--- config.mk ---
export PLATFORM = sky130hd
export DESIGN_NAME = button_press_classifier
export DESIGN_NICKNAME = d
export VERILOG_FILES = /design/src/rtl/core/bpc_pkg.sv /design/src/rtl/core/bpc_step.sv /design/src/rtl/core/button_press_classifier.sv
export SDC_FILE = /design/constraint.sdc
export NUM_CORES = 1
export LEC_CHECK = 0
export BUFFER_PORTS_ARGS = -buffer_cell sky130_fd_sc_hd__buf_2
export CORE_ASPECT_RATIO = 1.4
export CORE_MARGIN = 8
export CORE_UTILIZATION = 40
export CTS_BUF_LIST = sky130_fd_sc_hd__clkbuf_8
export CTS_CLUSTER_DIAMETER = 150
export CTS_CLUSTER_SIZE = 14
export DETAILED_ROUTE_END_ITERATION = 8
export PLACE_DENSITY = 0.55
export SLEW_MARGIN = 20
export SYNTH_ARGS = -nofsm -noshare
export SYNTH_HDL_FRONTEND = slang
export SYNTH_SLANG_ARGS = --single-unit
--- constraint.sdc ---
create_clock -name clock -period 8.9 [get_ports clock]
set_clock_uncertainty 0.1 [all_clocks]
set_input_delay 0.89 -clock clock [delete_from_list [all_inputs] [get_ports clock]]
set_output_delay 0.89 -clock clock [all_outputs]
set_load 0.01 [all_outputs]
--- src/rtl/core/bpc_pkg.sv ---
// Shared types and constants for the button press classifier.
package bpc_pkg;

   // Press classifier phases
   typedef enum logic [1:0] {
      PH_IDLE     = 2'd0,
      PH_DEBOUNCE = 2'd1,
      PH_HELD     = 2'd2,
      PH_COOLDOWN = 2'd3
   } phase_type;

   // Register indexes on the CSR write channel
   localparam logic [1:0] REG_DEBOUNCE      = 2'd0;
   localparam logic [1:0] REG_DOUBLE_WINDOW = 2'd1;
   localparam logic [1:0] REG_LONG_LIMIT    = 2'd2;

   // Register widths and reset values
   localparam int DEBOUNCE_WIDTH = 10;
   localparam int WINDOW_WIDTH   = 16;
   localparam logic [DEBOUNCE_WIDTH-1:0] DEBOUNCE_RESET      = 10'd10;
   localparam logic [WINDOW_WIDTH-1:0]   DOUBLE_WINDOW_RESET = 16'd300;
   localparam logic [WINDOW_WIDTH-1:0]   LONG_LIMIT_RESET    = 16'd2000;

   // Configuration registers as one group
   typedef struct packed {
      logic [DEBOUNCE_WIDTH-1:0] debounce_ms;
      logic [WINDOW_WIDTH-1:0]   double_window_ms;
      logic [WINDOW_WIDTH-1:0]   long_limit_ms;
   } cfg_type;

   // Event flags produced for one tick
   typedef struct packed {
      logic long_hit;
      logic double_hit;
      logic single_hit;
   } result_type;

endpackage

--- src/rtl/core/bpc_step.sv ---
// Next-state and event logic for one millisecond tick.
module bpc_step #(
   parameter int TIME_WIDTH = 16
) (
   input  logic                    btn_up,
   input  bpc_pkg::cfg_type        cfg,
   input  bpc_pkg::phase_type      phase,
   input  logic [TIME_WIDTH-1:0]   since_press,
   input  logic [TIME_WIDTH-1:0]   since_debounce,
   input  logic [TIME_WIDTH-1:0]   since_release,
   input  logic [TIME_WIDTH-1:0]   since_arm,
   input  logic [TIME_WIDTH-1:0]   hold_time,
   input  logic [TIME_WIDTH-1:0]   debounce_gap,
   input  logic                    single_armed,
   output bpc_pkg::phase_type      phase_in,
   output logic [TIME_WIDTH-1:0]   since_press_in,
   output logic [TIME_WIDTH-1:0]   since_debounce_in,
   output logic [TIME_WIDTH-1:0]   since_release_in,
   output logic [TIME_WIDTH-1:0]   since_arm_in,
   output logic [TIME_WIDTH-1:0]   hold_time_in,
   output logic [TIME_WIDTH-1:0]   debounce_gap_in,
   output logic                    single_armed_in,
   output bpc_pkg::result_type     result
);

   // Compare width: holds any counter, any register and the gap plus hold sum
   localparam int CW = ((TIME_WIDTH > bpc_pkg::WINDOW_WIDTH) ?
                        TIME_WIDTH : bpc_pkg::WINDOW_WIDTH) + 1;
   localparam logic [TIME_WIDTH-1:0] TICK_ONE = TIME_WIDTH'(1);

   logic [TIME_WIDTH-1:0] press_tick, deb_tick, rel_tick, arm_tick;
   logic [CW-1:0]         debounce_x, window_x, long_x;
   logic [CW-1:0]         press_x, sum_x, hold_x, arm_x, wait_x;

   // Saturating counter advance
   always_comb begin
      press_tick = (&since_press)    ? since_press    : since_press + TICK_ONE;
      deb_tick   = (&since_debounce) ? since_debounce : since_debounce + TICK_ONE;
      rel_tick   = (&since_release)  ? since_release  : since_release + TICK_ONE;
      arm_tick   = (&since_arm)      ? since_arm      : since_arm + TICK_ONE;
   end

   assign debounce_x = {{(CW-bpc_pkg::DEBOUNCE_WIDTH){1'b0}}, cfg.debounce_ms};
   assign window_x   = {{(CW-bpc_pkg::WINDOW_WIDTH){1'b0}}, cfg.double_window_ms};
   assign long_x     = {{(CW-bpc_pkg::WINDOW_WIDTH){1'b0}}, cfg.long_limit_ms};
   assign press_x    = {{(CW-TIME_WIDTH){1'b0}}, press_tick};
   assign sum_x      = {{(CW-TIME_WIDTH){1'b0}}, debounce_gap} +
                       {{(CW-TIME_WIDTH){1'b0}}, press_tick};

   // Phase machine, working on the advanced counters
   always_comb begin
      phase_in          = phase;
      since_press_in    = press_tick;
      since_debounce_in = deb_tick;
      since_release_in  = rel_tick;
      since_arm_in      = arm_tick;
      hold_time_in      = hold_time;
      debounce_gap_in   = debounce_gap;
      single_armed_in   = single_armed;
      result            = '0;
      case (phase)
         bpc_pkg::PH_IDLE: begin
            if (!btn_up) begin
               phase_in       = bpc_pkg::PH_DEBOUNCE;
               since_press_in = '0;
            end
         end
         bpc_pkg::PH_DEBOUNCE: begin
            if (btn_up) begin
               phase_in = bpc_pkg::PH_IDLE;
            end else if (press_x >= debounce_x) begin
               debounce_gap_in   = deb_tick;
               since_debounce_in = '0;
               phase_in          = bpc_pkg::PH_HELD;
            end
         end
         bpc_pkg::PH_HELD: begin
            if (btn_up) begin
               hold_time_in     = press_tick;
               since_release_in = '0;
               phase_in         = bpc_pkg::PH_COOLDOWN;
               if (sum_x < window_x) begin
                  single_armed_in   = 1'b0;
                  result.double_hit = 1'b1;
               end else begin
                  since_arm_in    = '0;
                  single_armed_in = 1'b1;
               end
            end else if (press_x >= long_x) begin
               hold_time_in    = press_tick;
               result.long_hit = 1'b1;
               phase_in        = bpc_pkg::PH_COOLDOWN;
            end
         end
         bpc_pkg::PH_COOLDOWN: begin
            if (btn_up && ({{(CW-TIME_WIDTH){1'b0}}, rel_tick} >= debounce_x)) begin
               phase_in = bpc_pkg::PH_IDLE;
            end
         end
         default: begin
            phase_in = bpc_pkg::PH_IDLE;
         end
      endcase

      // Pending single press fires |window - hold| ticks after arming,
      // measured from the updated hold time and arm counter
      hold_x = {{(CW-TIME_WIDTH){1'b0}}, hold_time_in};
      arm_x  = {{(CW-TIME_WIDTH){1'b0}}, since_arm_in};
      wait_x = (window_x >= hold_x) ? (window_x - hold_x) : (hold_x - window_x);
      if (single_armed_in && (arm_x >= wait_x)) begin
         single_armed_in   = 1'b0;
         result.single_hit = 1'b1;
      end
   end

endmodule

--- src/rtl/core/button_press_classifier.sv ---
// Top level of the button press classifier: state, CSRs and result register.
//
// Each req transfer is one millisecond tick carrying the active-low button
// level; each one yields exactly one rsp transfer with the single, double and
// long press flags for that tick. A tick is accepted in every cycle and its
// result appears in the output register in the cycle after; the only limit on
// rate is the rsp side taking that register (a stalled result holds req_tready
// low). Registers are written on the csr channel, which is always ready, and
// are meant to be written while no tick is in flight.
module button_press_classifier #(
   parameter int TIME_WIDTH = 16
) (
   input  logic        clock,
   input  logic        reset,
   input  logic        req_tvalid,
   output logic        req_tready,
   input  logic [7:0]  req_tdata,   // [0] btn_level, [7:1] zero
   output logic        rsp_tvalid,
   input  logic        rsp_tready,
   output logic [7:0]  rsp_tdata,   // [0] single flag, [1] double flag,
                                    // [2] long flag, [7:3] zero
   input  logic        csr_valid,
   output logic        csr_ready,
   input  logic [1:0]  csr_index,
   input  logic [15:0] csr_data
);

   bpc_pkg::cfg_type     cfg_ff;
   bpc_pkg::phase_type   phase_ff, phase_in;
   logic [TIME_WIDTH-1:0] since_press_ff, since_press_in;
   logic [TIME_WIDTH-1:0] since_debounce_ff, since_debounce_in;
   logic [TIME_WIDTH-1:0] since_release_ff, since_release_in;
   logic [TIME_WIDTH-1:0] since_arm_ff, since_arm_in;
   logic [TIME_WIDTH-1:0] hold_time_ff, hold_time_in;
   logic [TIME_WIDTH-1:0] debounce_gap_ff, debounce_gap_in;
   logic                  single_armed_ff, single_armed_in;
   bpc_pkg::result_type   result_in, rsp_data_ff;
   logic                  rsp_valid_ff;
   logic                  req_xfer;

   // Handshake: a new tick enters when the result register is free or draining
   assign req_tready = !rsp_valid_ff || rsp_tready;
   assign req_xfer   = req_tvalid && req_tready;
   assign csr_ready  = 1'b1;
   assign rsp_tvalid = rsp_valid_ff;
   assign rsp_tdata  = {5'b0, rsp_data_ff.long_hit, rsp_data_ff.double_hit,
                        rsp_data_ff.single_hit};

   // CSR writes; index beyond the list is dropped
   always_ff @(posedge clock) begin
      if (reset) begin
         cfg_ff.debounce_ms      <= bpc_pkg::DEBOUNCE_RESET;
         cfg_ff.double_window_ms <= bpc_pkg::DOUBLE_WINDOW_RESET;
         cfg_ff.long_limit_ms    <= bpc_pkg::LONG_LIMIT_RESET;
      end else if (csr_valid && csr_ready) begin
         case (csr_index)
            bpc_pkg::REG_DEBOUNCE:
               cfg_ff.debounce_ms <= csr_data[bpc_pkg::DEBOUNCE_WIDTH-1:0];
            bpc_pkg::REG_DOUBLE_WINDOW: cfg_ff.double_window_ms <= csr_data;
            bpc_pkg::REG_LONG_LIMIT:    cfg_ff.long_limit_ms    <= csr_data;
            default: ;
         endcase
      end
   end

   bpc_step #(
      .TIME_WIDTH(TIME_WIDTH)
   ) u_step (
      .btn_up            (req_tdata[0]),
      .cfg               (cfg_ff),
      .phase             (phase_ff),
      .since_press       (since_press_ff),
      .since_debounce    (since_debounce_ff),
      .since_release     (since_release_ff),
      .since_arm         (since_arm_ff),
      .hold_time         (hold_time_ff),
      .debounce_gap      (debounce_gap_ff),
      .single_armed      (single_armed_ff),
      .phase_in          (phase_in),
      .since_press_in    (since_press_in),
      .since_debounce_in (since_debounce_in),
      .since_release_in  (since_release_in),
      .since_arm_in      (since_arm_in),
      .hold_time_in      (hold_time_in),
      .debounce_gap_in   (debounce_gap_in),
      .single_armed_in   (single_armed_in),
      .result            (result_in)
   );

   // Classifier state advances once per accepted tick
   always_ff @(posedge clock) begin
      if (reset) begin
         phase_ff          <= bpc_pkg::PH_IDLE;
         since_press_ff    <= '0;
         since_debounce_ff <= '1;
         since_release_ff  <= '0;
         since_arm_ff      <= '0;
         hold_time_ff      <= '0;
         debounce_gap_ff   <= '0;
         single_armed_ff   <= 1'b0;
      end else if (req_xfer) begin
         phase_ff          <= phase_in;
         since_press_ff    <= since_press_in;
         since_debounce_ff <= since_debounce_in;
         since_release_ff  <= since_release_in;
         since_arm_ff      <= since_arm_in;
         hold_time_ff      <= hold_time_in;
         debounce_gap_ff   <= debounce_gap_in;
         single_armed_ff   <= single_armed_in;
      end
   end

   // Result register
   always_ff @(posedge clock) begin
      if (reset) begin
         rsp_valid_ff <= 1'b0;
      end else if (req_xfer) begin
         rsp_valid_ff <= 1'b1;
      end else if (rsp_tready) begin
         rsp_valid_ff <= 1'b0;
      end
   end

   always_ff @(posedge clock) begin
      if (req_xfer) begin
         rsp_data_ff <= result_in;
      end
   end

   // A fresh result always matches the state it left behind
   a_long_to_cooldown: assert property (@(posedge clock) disable iff (reset)
      req_xfer && result_in.long_hit |=> phase_ff == bpc_pkg::PH_COOLDOWN)
      else $error("long press did not enter cooldown");

   a_double_clears_single: assert property (@(posedge clock) disable iff (reset)
      req_xfer && result_in.double_hit |=> !single_armed_ff)
      else $error("double press left a single press pending");

   a_single_disarms: assert property (@(posedge clock) disable iff (reset)
      req_xfer && result_in.single_hit |=> !single_armed_ff)
      else $error("single press fired but stayed armed");

   a_one_of_double_long: assert property (@(posedge clock) disable iff (reset)
      rsp_valid_ff |-> !(rsp_data_ff.double_hit && rsp_data_ff.long_hit))
      else $error("double and long press on the same tick");

endmodule

==> run_results.csv <==
group,metric,value,unit
floorplanning,start_util,40.3,%
floorplanning,core_area,26700,um^2
critical_path,critical_path.max_stage_delay,0.45,ns
min_path,hold_depth,2,
logic_synthesis,yosysSeqAreaShare,27.3,%
power_and_ir_drop,powerDensity,150,nW/um^2
timing,relSlewSlack,38.1,%
clocking,cts.htree.levels,4,
timing,hold_violations,0,
timing,max_freq,120,MHz
final_layout,antenna_cells,0,
floorplanning,dieArea,32500,um^2
grt,overflow,0,
final_layout,multi_input_area,7310,um^2
logic_synthesis,synth.distinct_cells,72,
grt,grt_max_degree,77,
min_path,worstHoldStart,"cfg_ff[5]",
logic_synthesis,syn-mean-instance-area,7.86,um^2
critical_path,r2r_end,"single_armed_ff",
placed_design,place_hpwl,23100,um
critical_path,critPathKind,"reg2reg",
timing,rsz0062_at_grt,"no",
logic_synthesis,ys_ff_latch,145,
critical_path,startpoint,"since_press_ff[0]",
final_layout,seq_area,2930,um^2
placed_design,place.gp.congestion,0.864,
timing,slew_viol_final,0,
placed_design,placement.cell_area,11400,um^2
clocking,worstSkewPairLatency,0.47,ns
final_layout,drive_gt1_share,10.5,%
timing,setup_violations,0,
route,wirelength,30400,um
floorplanning,io_pins,42,
min_path,holdPathEnd,"cfg_ff[5]",
route,final_antenna_net_count,0,
final_layout,fillCellCount,2725,
critical_path,reg2reg_from,"since_press_ff[0]",
final_layout,nets,1564,
route,via_count,9620,
final_layout,final_cells,1751,
final_layout,finish.utilization,44.8,%
clocking,cts_made_buffers,17,
final_layout,most-common-layout-cells,"nor2_1, dfxtp_1, a21oi_1",
critical_path,end_kind,"flop",
critical_path,rr_worst_depth,39,
placed_design,dp_cells,1713,
route,drtIter0Drc,449,
grt,antenna_found_initial,0,
min_path,hp-class,"reg2reg",
power_and_ir_drop,leakage,5.32,nW
floorplanning,die_w,155,um
timing,min_period_over_period,93.7,%
critical_path,crit_arrival,8.64,ns
placed_design,port-buffer-count,28,
critical_path,cp_max_fo,15,
route,drtPass1Iterations,5,
grt,grt_pass1_vias,9221,
final_layout,final_common_cell,"nor2_1",
timing,worst_pin_slew,0.926,ns
critical_path,critPathLaunchType,"flop",
final_layout,synthToLayoutAreaGrowth,11.1,%
timing,period_minus_slack,8.34,ns
grt,grt_pass1_wl,47600,um
power_and_ir_drop,ir_drop,79.1,uV
critical_path,crit_top_cell,"ha_1",
power_and_ir_drop,total_power,1.79,mW
clocking,clkTransAtPathRegs,0.09,ns
route,wl_per_cell,17.4,um
critical_path,required,9.19,ns
route,via_per_inst,5.49,
logic_synthesis,async_flop_share,0,%
logic_synthesis,netlist_area,10800,um^2
logic_synthesis,netlist_instances,1368,
grt,grt_usage,18.5,%
timing,fin_ws,0.558,ns
clocking,clock-sinks,145,
final_layout,fin_area,11900,um^2
clocking,clk_path_buf_depth,2,
logic_synthesis,synth_edf_count,3,
clocking,root_buffer,"clkbuf_8",
route,drc,0,
run_status,status,"complete, no violations",
placed_design,place_ws,-0.0207,ns
job,max-cap-violations,0,
clocking,cts_tree,"done",
logic_synthesis,ys.flop_type,"dfxtp_1",
critical_path,r2r_slack,0.56,ns
clocking,ctsHoldBuffers,0,
logic_synthesis,ys_warn_count,0,
floorplanning,rows,71,
floorplanning,die_y,210,um
critical_path,cp_slowest_cell,"o32a_1",
## state kept, by name (all words and copies together) (netlist names), named ones only
register,cells
rsp_tdata,3
since_debounce_ff,16
rsp_tvalid,1
hold_time_ff,16
debounce_gap_ff,16
since_release_ff,16
phase_ff,1
since_arm_ff,16
cfg_ff,42
since_press_ff,16
single_armed_ff,1
## cells in the mapped netlist, types with 31 or more instances
cell type / number / area [um^2]
nor2_1: 164 / 616
ha_1: 120 / 1500
xnor2_1: 37 / 324
clkbuf_1: 49 / 184
a21oi_1: 126 / 631
nand2_1: 116 / 435
a21o_1: 37 / 278
nand3_1: 31 / 155
mux2i_1: 37 / 370
o21ai_0: 57 / 285
inv_1: 85 / 319
dfxtp_1: 142 / 2840
## final cells by class
type | count | share of cell area [%]
repair buffers | 84 | 4.71
well taps | 328 | 3.44
clock buffers | 18 | 2.07
clock inverters | 14 | 1.28
flip-flops and latches | 145 | 24.6
inverters | 85 | 2.67
multi-input cells | 1077 | 61.3
## through the flow
step	hold WS (ns)	TNS [ns]
after floorplan	0.336	0
after global placement	0.345	-0.00602
after detailed placement	0.352	-0.0207
after CTS	0.364	0
after global routing	0.388	0
final	0.362	0
## per-layer routing
layer  global-route usage (%)  wire length, um  vias up  share of wire [%]
li1                         -                -     4966                  -
met1                     19.9            12400     4489                 41
met2                     35.6            16400      130                 54
met3                     2.46              666       35                2.2
met4                     7.73              960        0                3.2
met5                        0                0        -                  0
## worst max path at each step
stage | slack (ns) | depth (start not counted) | end
after floorplan | 0.46 | 41 | single_armed_ff
after global placement | -0.006 | 37 | single_armed_ff
after detailed placement | -0.02 | 37 | single_armed_ff
after CTS | 0.05 | 39 | single_armed_ff
after global routing | 0.01 | 39 | single_armed_ff
final | 0.56 | 39 | single_armed_ff
## kinds of logic after synthesis
kind of cell	synth area share [%]
AO/OA/AOI/OAI	22.9
flip-flops	27.3
adder cells (fa/ha/maj)	14.5
AND/OR/NAND/NOR	20.3
multiplexers	4.11
other	0.0699
XOR/XNOR	5.21
buffers and inverters	5.60
## worst max-delay path: cells and delay by family, from the launching register on
kind                     cells  cell delay [ns]
AO/OA/AOI/OAI               17             4.05
buffers and inverters        6             0.81
adder cells (fa/ha/maj)      4             1.06
multiplexers                 1             0.24
XOR/XNOR                     2             0.34
flip-flops                   1             0.38
AND/OR/NAND/NOR              9             1.26
## power breakdown
| part | internal, mW | total, mW | switching (mW) |
|---|---|---|---|
| clock | 0.260 | 0.550 | 0.290 |
| combinational | 0.217 | 0.514 | 0.297 |
| sequential | 0.683 | 0.722 | 0.0388 |
| total | 1.16 | 1.79 | 0.626 |
## timing repair
action | CTS | global route
pin swaps | 0 | 3
cloned | 0 | 1
setup endpoints to repair | 1 | 2
setup buffers | 0 | 5
gates resized for setup | 2 | 9
Note: power is estimated with default switching activity, not from simulation.
